### src/rtl/core/lnws_pkg.sv
// lnws_pkg: shared types, constants and small lookup functions for the
// LCD nibble write sequencer. No dependencies.
`default_nettype none

package lnws_pkg;

    // Operation codes carried on s_tuser
    localparam logic [1:0] OP_INIT  = 2'd0;
    localparam logic [1:0] OP_INSTR = 2'd1;
    localparam logic [1:0] OP_DATA  = 2'd2;
    localparam logic [1:0] OP_LIGHT = 2'd3;

    // Configuration register indexes
    localparam logic CFG_DELAY_BUS     = 1'b0;
    localparam logic CFG_HAS_BACKLIGHT = 1'b1;

    // Result field widths
    localparam int unsigned BEFORE_W = 14;
    localparam int unsigned AFTER_W  = 6;
    localparam int unsigned BEFORE_MAX = (1 << BEFORE_W) - 1;
    localparam int unsigned AFTER_MAX  = (1 << AFTER_W) - 1;

    // Timing (microseconds)
    localparam int unsigned SETTLE_US       = 40;
    localparam int unsigned POWERUP_WAIT_US = 15000;

    localparam logic [BEFORE_W-1:0] WAIT_POWERUP = BEFORE_W'(
        (POWERUP_WAIT_US > BEFORE_MAX) ? BEFORE_MAX : POWERUP_WAIT_US);
    localparam logic [BEFORE_W-1:0] WAIT_5MS = BEFORE_W'(5000);
    localparam logic [BEFORE_W-1:0] WAIT_1MS = BEFORE_W'(1000);
    localparam logic [AFTER_W-1:0]  WAIT_SETTLE = AFTER_W'(
        (SETTLE_US > AFTER_MAX) ? AFTER_MAX : SETTLE_US);

    // Init nibbles
    localparam logic [3:0] NIB_WAKE   = 4'h3;
    localparam logic [3:0] NIB_4BIT   = 4'h2;
    localparam logic [3:0] LONE_NIBS  = 4'd4;   // wake x3 plus 4-bit switch
    localparam logic [3:0] LAST_NIB_INIT = 4'd11;
    localparam logic [3:0] LAST_NIB_BYTE = 4'd1;

    // Write phases inside one nibble
    localparam logic [1:0] PH_SETUP  = 2'd0;
    localparam logic [1:0] PH_STROBE = 2'd1;
    localparam logic [1:0] PH_HOLD   = 2'd2;

    // Command queue
    localparam int unsigned FIFO_DEPTH = 2;

    typedef struct packed {
        logic [1:0] op;        // operation code
        logic       rs;        // register select for byte writes
        logic [3:0] last_nib;  // index of final nibble
        logic [7:0] data;      // byte to send
        logic       req;       // backlight request
    } cmd_t;

    // Setup bytes sent after the 4-bit switch
    function automatic logic [7:0] setup_byte(input logic [1:0] idx);
        logic [7:0] b;
        unique case (idx)
            2'd0: b = 8'h28;   // function set, two lines
            2'd1: b = 8'h08;   // display off
            2'd2: b = 8'h01;   // clear
            2'd3: b = 8'h06;   // entry mode, increment
            default: b = 8'h00;
        endcase
        return b;
    endfunction

    // Wait before each of the lone init nibbles
    function automatic logic [BEFORE_W-1:0] lone_wait(input logic [1:0] nib);
        logic [BEFORE_W-1:0] w;
        unique case (nib)
            2'd0: w = WAIT_POWERUP;
            2'd1: w = WAIT_5MS;
            2'd2: w = WAIT_1MS;
            2'd3: w = '0;
            default: w = '0;
        endcase
        return w;
    endfunction

endpackage

`default_nettype wire

### src/rtl/core/lnws_front.sv
// lnws_front: accepts input transactions and classifies them into commands.
// Depends on lnws_pkg.
`default_nettype none

module lnws_front
    import lnws_pkg::*;
(
    input  wire logic        s_tvalid,
    output logic             s_tready,
    input  wire logic [15:0] s_tdata,   // [7:0] byte_value, [8] backlight_request
    input  wire logic [1:0]  s_tuser,   // [1:0] operation
    input  wire logic        fifo_full,
    output logic             push,
    output cmd_t             push_cmd
);

    assign s_tready = !fifo_full;
    assign push     = s_tvalid && !fifo_full;

    always_comb
    begin
        push_cmd.op   = s_tuser;
        push_cmd.data = s_tdata[7:0];
        push_cmd.req  = s_tdata[8];
        push_cmd.rs   = (s_tuser == OP_DATA);
        unique case (s_tuser)
            OP_INIT:  push_cmd.last_nib = LAST_NIB_INIT;
            OP_INSTR: push_cmd.last_nib = LAST_NIB_BYTE;
            OP_DATA:  push_cmd.last_nib = LAST_NIB_BYTE;
            OP_LIGHT: push_cmd.last_nib = '0;
            default:  push_cmd.last_nib = '0;
        endcase
    end

endmodule

`default_nettype wire

### src/rtl/core/lnws_cmd_fifo.sv
// lnws_cmd_fifo: short command queue between front and back ends.
// Depends on lnws_pkg (cmd_t, FIFO_DEPTH).
`default_nettype none

module lnws_cmd_fifo
    import lnws_pkg::*;
(
    input  wire logic clk,
    input  wire logic rst_n,
    input  wire logic push,
    input  cmd_t      push_cmd,
    input  wire logic pop,
    output logic      head_valid,
    output cmd_t      head_cmd,
    output logic      full
);

    localparam int unsigned PTR_W = (FIFO_DEPTH > 1) ? $clog2(FIFO_DEPTH) : 1;
    localparam int unsigned CNT_W = $clog2(FIFO_DEPTH + 1);

    cmd_t             mem [FIFO_DEPTH];
    logic [PTR_W-1:0] wr_ptr_reg, wr_ptr_next;
    logic [PTR_W-1:0] rd_ptr_reg, rd_ptr_next;
    logic [CNT_W-1:0] count_reg, count_next;

    assign head_valid = (count_reg != '0);
    assign full       = (count_reg == CNT_W'(FIFO_DEPTH));
    assign head_cmd   = mem[rd_ptr_reg];

    always_comb
    begin
        wr_ptr_next = wr_ptr_reg;
        rd_ptr_next = rd_ptr_reg;
        count_next  = count_reg;
        if (push)
        begin
            wr_ptr_next = (wr_ptr_reg == PTR_W'(FIFO_DEPTH - 1)) ? '0 : wr_ptr_reg + 1'b1;
        end
        if (pop)
        begin
            rd_ptr_next = (rd_ptr_reg == PTR_W'(FIFO_DEPTH - 1)) ? '0 : rd_ptr_reg + 1'b1;
        end
        if (push && !pop)
        begin
            count_next = count_reg + 1'b1;
        end
        else if (pop && !push)
        begin
            count_next = count_reg - 1'b1;
        end
    end

    always_ff @(posedge clk or negedge rst_n)
    begin
        if (!rst_n)
        begin
            wr_ptr_reg <= '0;
            rd_ptr_reg <= '0;
            count_reg  <= '0;
        end
        else
        begin
            wr_ptr_reg <= wr_ptr_next;
            rd_ptr_reg <= rd_ptr_next;
            count_reg  <= count_next;
        end
    end

    always_ff @(posedge clk)
    begin
        if (push)
        begin
            mem[wr_ptr_reg] <= push_cmd;
        end
    end

endmodule

`default_nettype wire

### src/rtl/core/lnws_back.sv
// lnws_back: expands queued commands into LCD port writes, one per cycle while the
// receiver accepts; holds backlight and port shadow state. Depends on lnws_pkg.
`default_nettype none

module lnws_back
    import lnws_pkg::*;
(
    input  wire logic        clk,
    input  wire logic        rst_n,
    input  wire logic        head_valid,
    input  cmd_t             head_cmd,
    output logic             pop,
    input  wire logic        delay_bus,
    input  wire logic        has_backlight,
    output logic             m_tvalid,
    input  wire logic        m_tready,
    output logic [31:0]      m_tdata,   // [7:0] port_value, [21:8] wait_before_us,
                                        // [27:22] wait_after_us, [31:28] zero
    output logic             m_tlast    // last_write
);

    logic [1:0]          phase_reg, phase_next;
    logic [3:0]          nib_reg, nib_next;
    logic                light_reg, light_next;
    logic [7:0]          shadow_reg, shadow_next;
    logic                out_valid_reg, out_valid_next;
    logic [7:0]          out_port_reg;
    logic [BEFORE_W-1:0] out_before_reg;
    logic [AFTER_W-1:0]  out_after_reg;
    logic                out_last_reg;

    logic                load;
    logic                is_light;
    logic                is_lone;
    logic                hi_half;
    logic [2:0]          setup_idx;
    logic [7:0]          cur_byte;
    logic [3:0]          cur_nib;
    logic                new_light;
    logic [7:0]          port_w;
    logic [BEFORE_W-1:0] before_w;
    logic [AFTER_W-1:0]  after_w;
    logic                last_w;

    assign load = head_valid && (!out_valid_reg || m_tready);

    always_comb
    begin
        is_light  = (head_cmd.op == OP_LIGHT);
        is_lone   = (head_cmd.op == OP_INIT) && (nib_reg < LONE_NIBS);
        hi_half   = !nib_reg[0];
        setup_idx = nib_reg[3:1] - 3'd2;
        cur_byte  = (head_cmd.op == OP_INIT) ? setup_byte(setup_idx[1:0]) : head_cmd.data;
        cur_nib   = hi_half ? cur_byte[7:4] : cur_byte[3:0];
        new_light = has_backlight && head_cmd.req;

        if (is_light)
        begin
            port_w   = {new_light, shadow_reg[6:0]};
            before_w = '0;
            after_w  = '0;
            last_w   = 1'b1;
        end
        else
        begin
            if (is_lone)
            begin
                port_w = {3'b000, (phase_reg == PH_STROBE),
                          (nib_reg == 4'd3) ? NIB_4BIT : NIB_WAKE};
            end
            else
            begin
                port_w = {light_reg, head_cmd.rs, 1'b0, (phase_reg == PH_STROBE), cur_nib};
            end
            before_w = (is_lone && phase_reg == PH_SETUP) ? lone_wait(nib_reg[1:0]) : '0;
            after_w  = (phase_reg == PH_HOLD) ? WAIT_SETTLE : {{(AFTER_W-1){1'b0}}, delay_bus};
            last_w   = (phase_reg == PH_HOLD) && (nib_reg == head_cmd.last_nib);
        end
    end

    assign pop = load && last_w;

    always_comb
    begin
        phase_next     = phase_reg;
        nib_next       = nib_reg;
        light_next     = light_reg;
        shadow_next    = shadow_reg;
        out_valid_next = out_valid_reg;
        if (out_valid_reg && m_tready)
        begin
            out_valid_next = 1'b0;
        end
        if (load)
        begin
            out_valid_next = 1'b1;
            shadow_next    = port_w;
            if (is_light)
            begin
                light_next = new_light;
            end
            if (last_w)
            begin
                phase_next = PH_SETUP;
                nib_next   = '0;
            end
            else if (phase_reg == PH_HOLD)
            begin
                phase_next = PH_SETUP;
                nib_next   = nib_reg + 4'd1;
            end
            else
            begin
                phase_next = phase_reg + 2'd1;
            end
        end
    end

    always_ff @(posedge clk or negedge rst_n)
    begin
        if (!rst_n)
        begin
            phase_reg     <= PH_SETUP;
            nib_reg       <= '0;
            light_reg     <= 1'b1;
            shadow_reg    <= '0;
            out_valid_reg <= 1'b0;
        end
        else
        begin
            phase_reg     <= phase_next;
            nib_reg       <= nib_next;
            light_reg     <= light_next;
            shadow_reg    <= shadow_next;
            out_valid_reg <= out_valid_next;
        end
    end

    always_ff @(posedge clk)
    begin
        if (load)
        begin
            out_port_reg   <= port_w;
            out_before_reg <= before_w;
            out_after_reg  <= after_w;
            out_last_reg   <= last_w;
        end
    end

    assign m_tvalid = out_valid_reg;
    assign m_tdata  = {4'b0000, out_after_reg, out_before_reg, out_port_reg};
    assign m_tlast  = out_last_reg;

    // Phase counter only walks setup, strobe, hold
    a_phase_range: assert property (@(posedge clk) disable iff (!rst_n)
        phase_reg != 2'd3)
        else $error("nibble phase out of range");

    // Byte commands never get past their second nibble
    a_byte_nibs: assert property (@(posedge clk) disable iff (!rst_n)
        (head_valid && (head_cmd.op == OP_INSTR || head_cmd.op == OP_DATA)) |-> nib_reg <= 4'd1)
        else $error("byte command nibble index overrun");

    // Counters are parked at zero whenever a command retires
    a_retire_reset: assert property (@(posedge clk) disable iff (!rst_n)
        pop |=> (phase_reg == PH_SETUP && nib_reg == 4'd0))
        else $error("sequencer counters not cleared at command end");

    // Bit 5 of the port is never driven
    a_bit5_zero: assert property (@(posedge clk) disable iff (!rst_n)
        m_tvalid |-> !m_tdata[5])
        else $error("unused port bit set");

endmodule

`default_nettype wire

### src/rtl/core/lcd_nibble_write_sequencer.sv
// lcd_nibble_write_sequencer: top level, configuration registers and wiring
// of front end, command queue and back end. Depends on lnws_pkg and submodules.
//
// Usage:
//  - s_* channel: one transaction per command. s_tuser = operation (init,
//    instruction byte, data byte, backlight); s_tdata carries the byte and
//    the backlight request.
//  - m_* channel: one transaction per LCD port write with its wait before and
//    after; m_tlast marks the final write of a command.
//  - cfg_*: write-only register port (delay_bus, has_backlight); write only
//    while the block is idle.
//  - A taken command is stored in the command queue, then its first port write
//    is registered in the output register. Throughput: one port write per cycle
//    while the receiver accepts; a nibble is a setup, strobe and hold write.
//  - A two-entry command queue lets new commands in while the back end works;
//    s_tready drops only when both entries are waiting.
//  - Receiver stall: the output register holds its write, the back end
//    pauses, and the queue fills before the input side stalls.
//  - Reset: queue empty, both config bits 1, backlight bit on, port shadow 0.
`default_nettype none

module lcd_nibble_write_sequencer
    import lnws_pkg::*;
(
    input  wire logic        clk,
    input  wire logic        rst_n,
    // command stream
    input  wire logic        s_tvalid,
    output logic             s_tready,
    input  wire logic [15:0] s_tdata,   // [7:0] byte_value, [8] backlight_request
    input  wire logic [1:0]  s_tuser,   // [1:0] operation
    // port write stream
    output logic             m_tvalid,
    input  wire logic        m_tready,
    output logic [31:0]      m_tdata,   // [7:0] port_value, [21:8] wait_before_us,
                                        // [27:22] wait_after_us
    output logic             m_tlast,   // last_write
    // configuration
    input  wire logic        cfg_we,
    input  wire logic        cfg_index,
    input  wire logic        cfg_data
);

    logic delay_bus_reg, delay_bus_next;
    logic has_bl_reg, has_bl_next;

    logic fifo_full;
    logic push;
    cmd_t push_cmd;
    logic pop;
    logic head_valid;
    cmd_t head_cmd;

    // Config register file
    always_comb
    begin
        delay_bus_next = delay_bus_reg;
        has_bl_next    = has_bl_reg;
        if (cfg_we)
        begin
            unique case (cfg_index)
                CFG_DELAY_BUS:     delay_bus_next = cfg_data;
                CFG_HAS_BACKLIGHT: has_bl_next    = cfg_data;
                default:           delay_bus_next = delay_bus_reg;
            endcase
        end
    end

    always_ff @(posedge clk or negedge rst_n)
    begin
        if (!rst_n)
        begin
            delay_bus_reg <= 1'b1;
            has_bl_reg    <= 1'b1;
        end
        else
        begin
            delay_bus_reg <= delay_bus_next;
            has_bl_reg    <= has_bl_next;
        end
    end

    lnws_front u_front (
        .s_tvalid  (s_tvalid),
        .s_tready  (s_tready),
        .s_tdata   (s_tdata),
        .s_tuser   (s_tuser),
        .fifo_full (fifo_full),
        .push      (push),
        .push_cmd  (push_cmd)
    );

    lnws_cmd_fifo u_fifo (
        .clk        (clk),
        .rst_n      (rst_n),
        .push       (push),
        .push_cmd   (push_cmd),
        .pop        (pop),
        .head_valid (head_valid),
        .head_cmd   (head_cmd),
        .full       (fifo_full)
    );

    lnws_back u_back (
        .clk           (clk),
        .rst_n         (rst_n),
        .head_valid    (head_valid),
        .head_cmd      (head_cmd),
        .pop           (pop),
        .delay_bus     (delay_bus_reg),
        .has_backlight (has_bl_reg),
        .m_tvalid      (m_tvalid),
        .m_tready      (m_tready),
        .m_tdata       (m_tdata),
        .m_tlast       (m_tlast)
    );

endmodule

`default_nettype wire
### config.mk
export PLATFORM = sky130hd
export DESIGN_NAME = lcd_nibble_write_sequencer
export DESIGN_NICKNAME = d
export VERILOG_FILES = /design/src/rtl/core/lnws_pkg.sv /design/src/rtl/core/lnws_front.sv /design/src/rtl/core/lnws_cmd_fifo.sv /design/src/rtl/core/lnws_back.sv /design/src/rtl/core/lcd_nibble_write_sequencer.sv
export SDC_FILE = /design/constraint.sdc
export NUM_CORES = 1
export LEC_CHECK = 0
export BUFFER_PORTS_ARGS = -buffer_cell sky130_fd_sc_hd__buf_2
export CAP_MARGIN = 20
export CORE_MARGIN = 4
export CORE_UTILIZATION = 59
export DETAILED_ROUTE_END_ITERATION = 8
export GPL_TIMING_DRIVEN = 0
export PLACE_DENSITY = 0.82
export REMOVE_ABC_BUFFERS = 1
export SYNTH_ARGS = -nofsm -noshare
export SYNTH_HDL_FRONTEND = slang
export SYNTH_SLANG_ARGS = --single-unit
### constraint.sdc
create_clock -name clk -period 3.7 [get_ports clk]
set_clock_uncertainty 0.2 [all_clocks]
set_input_delay 0.37 -clock clk [delete_from_list [all_inputs] [get_ports clk]]
set_output_delay 0.37 -clock clk [all_outputs]
set_load 0.02 [all_outputs]
==> results.cfg, run 1 <==
[floorplanning]
fp.dieW_um = 79.6
std_cell_rows = 25
ios = 60
start_util_pct = 62.4
core-area_um2 = 4850
dieArea_um2 = 6340
die_h_um = 79.6

[worst_setup_path]
crit_chain = nand3b_4 > and2_0 > o41ai_4 > nand2_1 > ha_1 > xor2_1 > nor2_1 > xor2_1
crit_buf_inv = 0
cp_slowest_cell = dfrtp_1
crit_fanout = 19
critPathRequiredTime_ns = 3.71
worst_setup_path_end_kind = flip-flop
crit_type = flip-flop to flip-flop
worst_setup_path_start_kind = flip-flop
max_stage_delay_ns = 0.79
worst_path_most_repeated_cell = xor2_1
cp_top_family = simple AND/OR/NAND/NOR gates
worstPathArrival_ns = 2.98

[timing]
fin_crit_ns = 2.96
setup_viol = 0
rsz0062_at_grt = no
clock.fmax_mhz = 337
worst-slew-pin-transition_ns = 0.774
finalHoldViolations = 0
final.period_utilization_pct = 80.1
relSlewSlack_pct = 48.4
fin_ws_ns = 0.737
setup_tns_ns = 0
maxSlewViolCount = 0

[power]
p_total_uw = 2850
peakVddDrop_mv = 0.403
powerDensity_nw_per_um2 = 836
power_leakage_uw = 0.00144

[place]
post-place-ws_ns = 0.710
hpwlAfterDp_um = 3450
numPortBuffers = 41
dpl_cell_area_um2 = 3200
gp_congestion = 0.740

[run_status]
status = completed

[synthesis]
syn_inst = 227
synth_common_cells = edfxtp_1, dfrtp_1, nor2_1, buf_4, nand2_1
synthFlopType = edfxtp_1
seq_area_frac_synth_pct = 61.2
synth_area_per_cell_um2 = 13.3
synth-seq-cells = 65
synthArstFlopShare_pct = 32.3
synth_top_area_share_pct = 43.7
synth.largest_area_cell = edfxtp_1
synth_cell_types = 51
synth_area_um2 = 3030
synth.most_common_cell = edfxtp_1
yosysWarnings = 0
synthTopCellsByArea = edfxtp_1, dfrtp_1, buf_4
synth_edf_count = 44

[clocking]
clk_pin_slew_worst_paths_ns = 0.06
clock_sinks = 65
cts_resized = 0
h-tree-depth = 3
cts_buffer_depth = 2
cts_root_buffer = clkbuf_8
cts_tree = built
clk-insertion-delay-late_ns = 0.33
cts_inserted_buffers = 9

[final_layout]
area_delta_synth_final_pct = 12.6
largest_reg_flops = 28
drive_above_1_share_pct = 28.3
design_area_um2 = 3410
diodes = 0
final_core_util_pct = 70.3
final_net_count = 298

[routing]
post_drt_via_cell_ratio = 5.37
detail-route-antenna-nets = 0
first_pass_iters = 4
routed_wl_um = 4900
wl_per_cell_um = 14.5
vias = 1821
drc_errors = 0
drtIter0Drc = 96

[global_route]
track_usage_pct = 17.2
antenna_found_initial = 0
grt_pass1_vias = 1822
grt_overflow_total = 0
grt_pass1_wl_um = 8130
grt_max_degree = 22

[min_path]
hold_path.class = input port to flip-flop

[run]
drv_cap = 0
==> area by class of cell <==
class	count	area, µm²
Clock buffer	13	159
Clock inverter	3	38.8
Fill cell	329	1440
Inverter	8	30.0
Multi-Input combinational cell	140	1020
Sequential cell	65	1850
Tap cell	67	83.8
Timing Repair Buffer	43	226
==> layout by cell type (no fill, tap or decap), types with 3 or more instances in the layout <==
master    netlist  layout
conb_1          1      11
or3_1           3       3
a21oi_1         3       3
o31ai_1         3       3
o21ai_0         9       9
clkbuf_8        0      11
mux2_2         11      11
edfxtp_1       44      44
nand2b_1        3       3
ha_1            6       6
dfrtp_1        18      18
nand2_1        15      15
buf_2           2      41
nand3_1         6       6
nor2b_1         5       5
mux4_1          3       3
nor2_1         18      18
xnor2_1         3       3
mux2i_1         5       5
inv_1           8       8
dfstp_2         3       3
==> per-stage QoR <==
step           cells  hold WS, ns
2_1_floorplan    213       -0.126
3_3_place_gp     321        0.150
3_5_place_dp     322        0.150
4_1_cts          339       0.0114
5_1_grt          339       0.0101
6_report         339       0.0289
==> routing by layer <==
metal,part of all wire (%),vias up,GRT usage (%)
li1,-,891,-
met1,41,874,19.9
met2,52,47,28.9
met3,5.2,9,4.29
met4,1.9,0,9.79
met5,0,-,0
==> final timing paths <==
check                      cells after the start  slack, ns                         endpoint                           from
max                                            8       0.74  u_fifo.count_reg[1]$_DFFE_PN0P_  u_fifo.rd_ptr_reg$_DFFE_PN0P_
min                                            1       0.03       u_fifo.mem[1][8]$_DFFE_PP_                     s_tdata[7]
max reg2reg                                    8       0.74  u_fifo.count_reg[1]$_DFFE_PN0P_  u_fifo.rd_ptr_reg$_DFFE_PN0P_
min reg2reg                                    2       0.29     u_back.light_reg$_DFFE_PN1P_   u_back.light_reg$_DFFE_PN1P_
max in group asynchronous                      2       2.62        delay_bus_reg$_DFFE_PN1P_                          rst_n
min in group asynchronous                      2       0.33    u_back.nib_reg[3]$_DFFE_PN0P_                          rst_n
==> kinds of logic (layout without fill, tap and decap cells) <==
kind of cell / count (synthesis) / count (layout) / synth area share (%)
muxes: 19 / 19 / 8.35
AOI/OAI and AO/OA: 31 / 31 / 7.61
DFF: 65 / 65 / 61.2
and+or+nand+nor: 68 / 68 / 12.4
buffers and inverters: 32 / 67 / 6.41
xor gates and xnor gates: 5 / 5 / 1.45
adders and majority gates: 6 / 6 / 2.48
other: 1 / 11 / 0.124
==> power by group <==
part	switching, µW	internal (µW)
Sequential	181	1090
Clock	238	345
Combinational	601	393
Total	1020	1830
==> repair_timing <==
item | 4_1_cts | 5_1_grt
hold buffers | 1 | 0
endpoints found under the hold margin | 18 | 0
setup buffers | 0 | 0
Note: power is estimated with default switching activity, not from simulation.
==> run 2, diff against run 1 <==
--- a/config.mk
+++ b/config.mk
@@ -8,10 +8,10 @@
 export BUFFER_PORTS_ARGS = -buffer_cell sky130_fd_sc_hd__buf_2
 export CAP_MARGIN = 20
 export CORE_MARGIN = 4
-export CORE_UTILIZATION = 59
+export CORE_UTILIZATION = 49
 export DETAILED_ROUTE_END_ITERATION = 8
 export GPL_TIMING_DRIVEN = 0
-export PLACE_DENSITY = 0.82
+export PLACE_DENSITY = 0.72
 export REMOVE_ABC_BUFFERS = 1
 export SYNTH_ARGS = -nofsm -noshare
 export SYNTH_HDL_FRONTEND = slang
==> constraint.sdc (replaced) <==
create_clock -name clk -period 2.7 [get_ports clk]
set_clock_uncertainty 0.2 [all_clocks]
set_input_delay 0.27 -clock clk [delete_from_list [all_inputs] [get_ports clk]]
set_output_delay 0.27 -clock clk [all_outputs]
set_load 0.02 [all_outputs]
==> run 2 against run 1 <==
Largest power group unchanged. Largest cell class unchanged. Critical endpoint unchanged. Sequential share of layout area fell by 2.3 points. Register-to-register slack got worse by 0.52 ns. Combinational power rose by 42%.
==> results.cfg, run 2 (synthesis gave the netlist of run 1 again) <==
[final_layout]
final_net_count = 312
diodes = 0
area_delta_synth_final_pct = 17.7
drive_above_1_share_pct = 29.0
final_core_util_pct = 59.8
mostFrequentLayoutCells = edfxtp_1, buf_2, nor2_1
largest_reg_flops = 28
layout_commonest_cell = edfxtp_1

[global_route]
grt_pass1_wl_um = 8720
grt_max_degree = 22
track_usage_pct = 15.3
grt_pass1_vias = 1786
antenna_found_initial = 0
grt_overflow_total = 0

[clocking]
h-tree-depth = 3
cts_tree = built
cts_buffer_depth = 2
cts_root_buffer = clkbuf_8
clock_sinks = 65
cts_inserted_buffers = 9
clk-insertion-delay-late_ns = 0.34
clk_pin_slew_worst_paths_ns = 0.07

[timing]
rsz0062_at_grt = no
finalHoldViolations = 0
worst-slew-pin-transition_ns = 0.673
clock.fmax_mhz = 403
hold_slack_ns = 0.0357
setup_viol = 0
fin_crit_ns = 2.48
relSlewSlack_pct = 55.2
maxSlewViolCount = 0
final.period_utilization_pct = 91.8

[routing]
detail-route-antenna-nets = 0
drc_errors = 0
wl_met2_um = 2640
routed_wl_um = 5310
top_layer_used = met4
drtIter0Drc = 151
route.met3.wl_um = 400
wl_met1_um = 2190
first_pass_iters = 4
vias = 1877
wl_per_cell_um = 14.7
post_drt_via_cell_ratio = 5.20

[place]
numPortBuffers = 41
gp_congestion = 0.825
hpwlAfterDp_um = 3580

[floorplanning]
dieArea_um2 = 7500
ios = 60
die_h_um = 86.6
fp.dieW_um = 86.6
std_cell_rows = 28
start_util_pct = 50.8
core-area_um2 = 5960

[worst_setup_path]
cp_slowest_cell = dfrtp_4
critPathRequiredTime_ns = 2.77
crit_buf_inv = 0
crit_chain = mux2i_1 > mux2i_1 > o41ai_4 > nand2_1 > ha_1 > xor2_1 > nor2_1 > xor2_1
worstPathArrival_ns = 2.55
crit_type = flip-flop to flip-flop
worst_setup_path_end_kind = flip-flop
max_stage_delay_ns = 0.57
cp_top_family = flip-flops
crit_fanout = 19
worst_setup_path_start_kind = flip-flop

[run]
drv_cap = 0

[run_status]
status = completed

[power]
peakVddDrop_mv = 0.640
power_leakage_uw = 0.00149
powerDensity_nw_per_um2 = 1120

[min_path]
hold_path.class = input port to flip-flop
-- run 2: worst reg2reg max path, cell delays in order (launching register included) --
cell,delay (ns)
dfrtp_4,0.57
mux2i_1,0.33
mux2i_1,0.20
o41ai_4,0.39
nand2_1,0.11
ha_1,0.20
xor2_1,0.14
nor2_1,0.11
xor2_1,0.15
-- run 2: metrics by stage --
stage / setup TNS [ns] / setup slack (ns) / cell area (µm²) / cells / power, µW
detailed placement: -0.389 / -0.261 / 3210 / 330 / 3150
floorplan: 0 / 0.240 / 2900 / 213 / 2720
CTS: 0 / 0.00671 / 3540 / 359 / 3990
finish: 0 / 0.220 / 3560 / 361 / 3990
global route: 0 / 0.0396 / 3560 / 361 / 4240
global placement: -0.362 / -0.236 / 3200 / 329 / 3090
-- run 2: timing repair --
| item | 4_1_cts | 5_1_grt |
|---|---|---|
| gates cloned | 0 | 1 |
| endpoints found under the setup margin | 2 | 2 |
| hold buffers | 13 | 0 |
| setup buffers | 0 | 1 |
| pin swaps | 0 | 1 |
| resized for setup | 2 | 3 |
| endpoints found under the hold margin | 42 | 0 |
-- run 2: final cells by class --
type | instances | area (µm²)
timing repair buffer | 56 | 354
clock inverter | 3 | 40.0
tap | 75 | 93.8
timing repair inverter | 1 | 5.00
sequential | 65 | 1850
clock buffer | 13 | 159
inverter | 8 | 33.8
multi-input combinational | 140 | 1020
fill | 499 | 2390
-- run 2: layer usage --
layer  vias up  GRT usage (%)
met5         -              0
met4         0           8.64
met3        11           3.90
met2        68           23.2
met1       893           19.9
li1        905              -
-- run 2: final timing paths --
| path | slack [ns] | to | cells past startpoint | from |
|---|---|---|---|---|
| max | 0.22 | u_fifo.count_reg[1]$_DFFE_PN0P_ | 8 | u_fifo.rd_ptr_reg$_DFFE_PN0P_ |
| min | 0.04 | u_back.m_tvalid$_DFFE_PN0P_ | 3 | m_tready |
| max reg2reg | 0.22 | u_fifo.count_reg[1]$_DFFE_PN0P_ | 8 | u_fifo.rd_ptr_reg$_DFFE_PN0P_ |
| min reg2reg | 0.29 | u_back.shadow_reg[5]$_DFFE_PN0N_ | 1 | u_back.shadow_reg[5]$_DFFE_PN0N_ |
| max in group asynchronous | 1.72 | u_fifo.rd_ptr_reg$_DFFE_PN0P_ | 2 | rst_n |
| min in group asynchronous | 0.22 | u_back.phase_reg[1]$_DFFE_PN0N_ | 2 | rst_n |
-- run 2: report_power, final --
part	internal, µW	switching [µW]
combinational	561	852
sequential	1500	251
clock	475	358
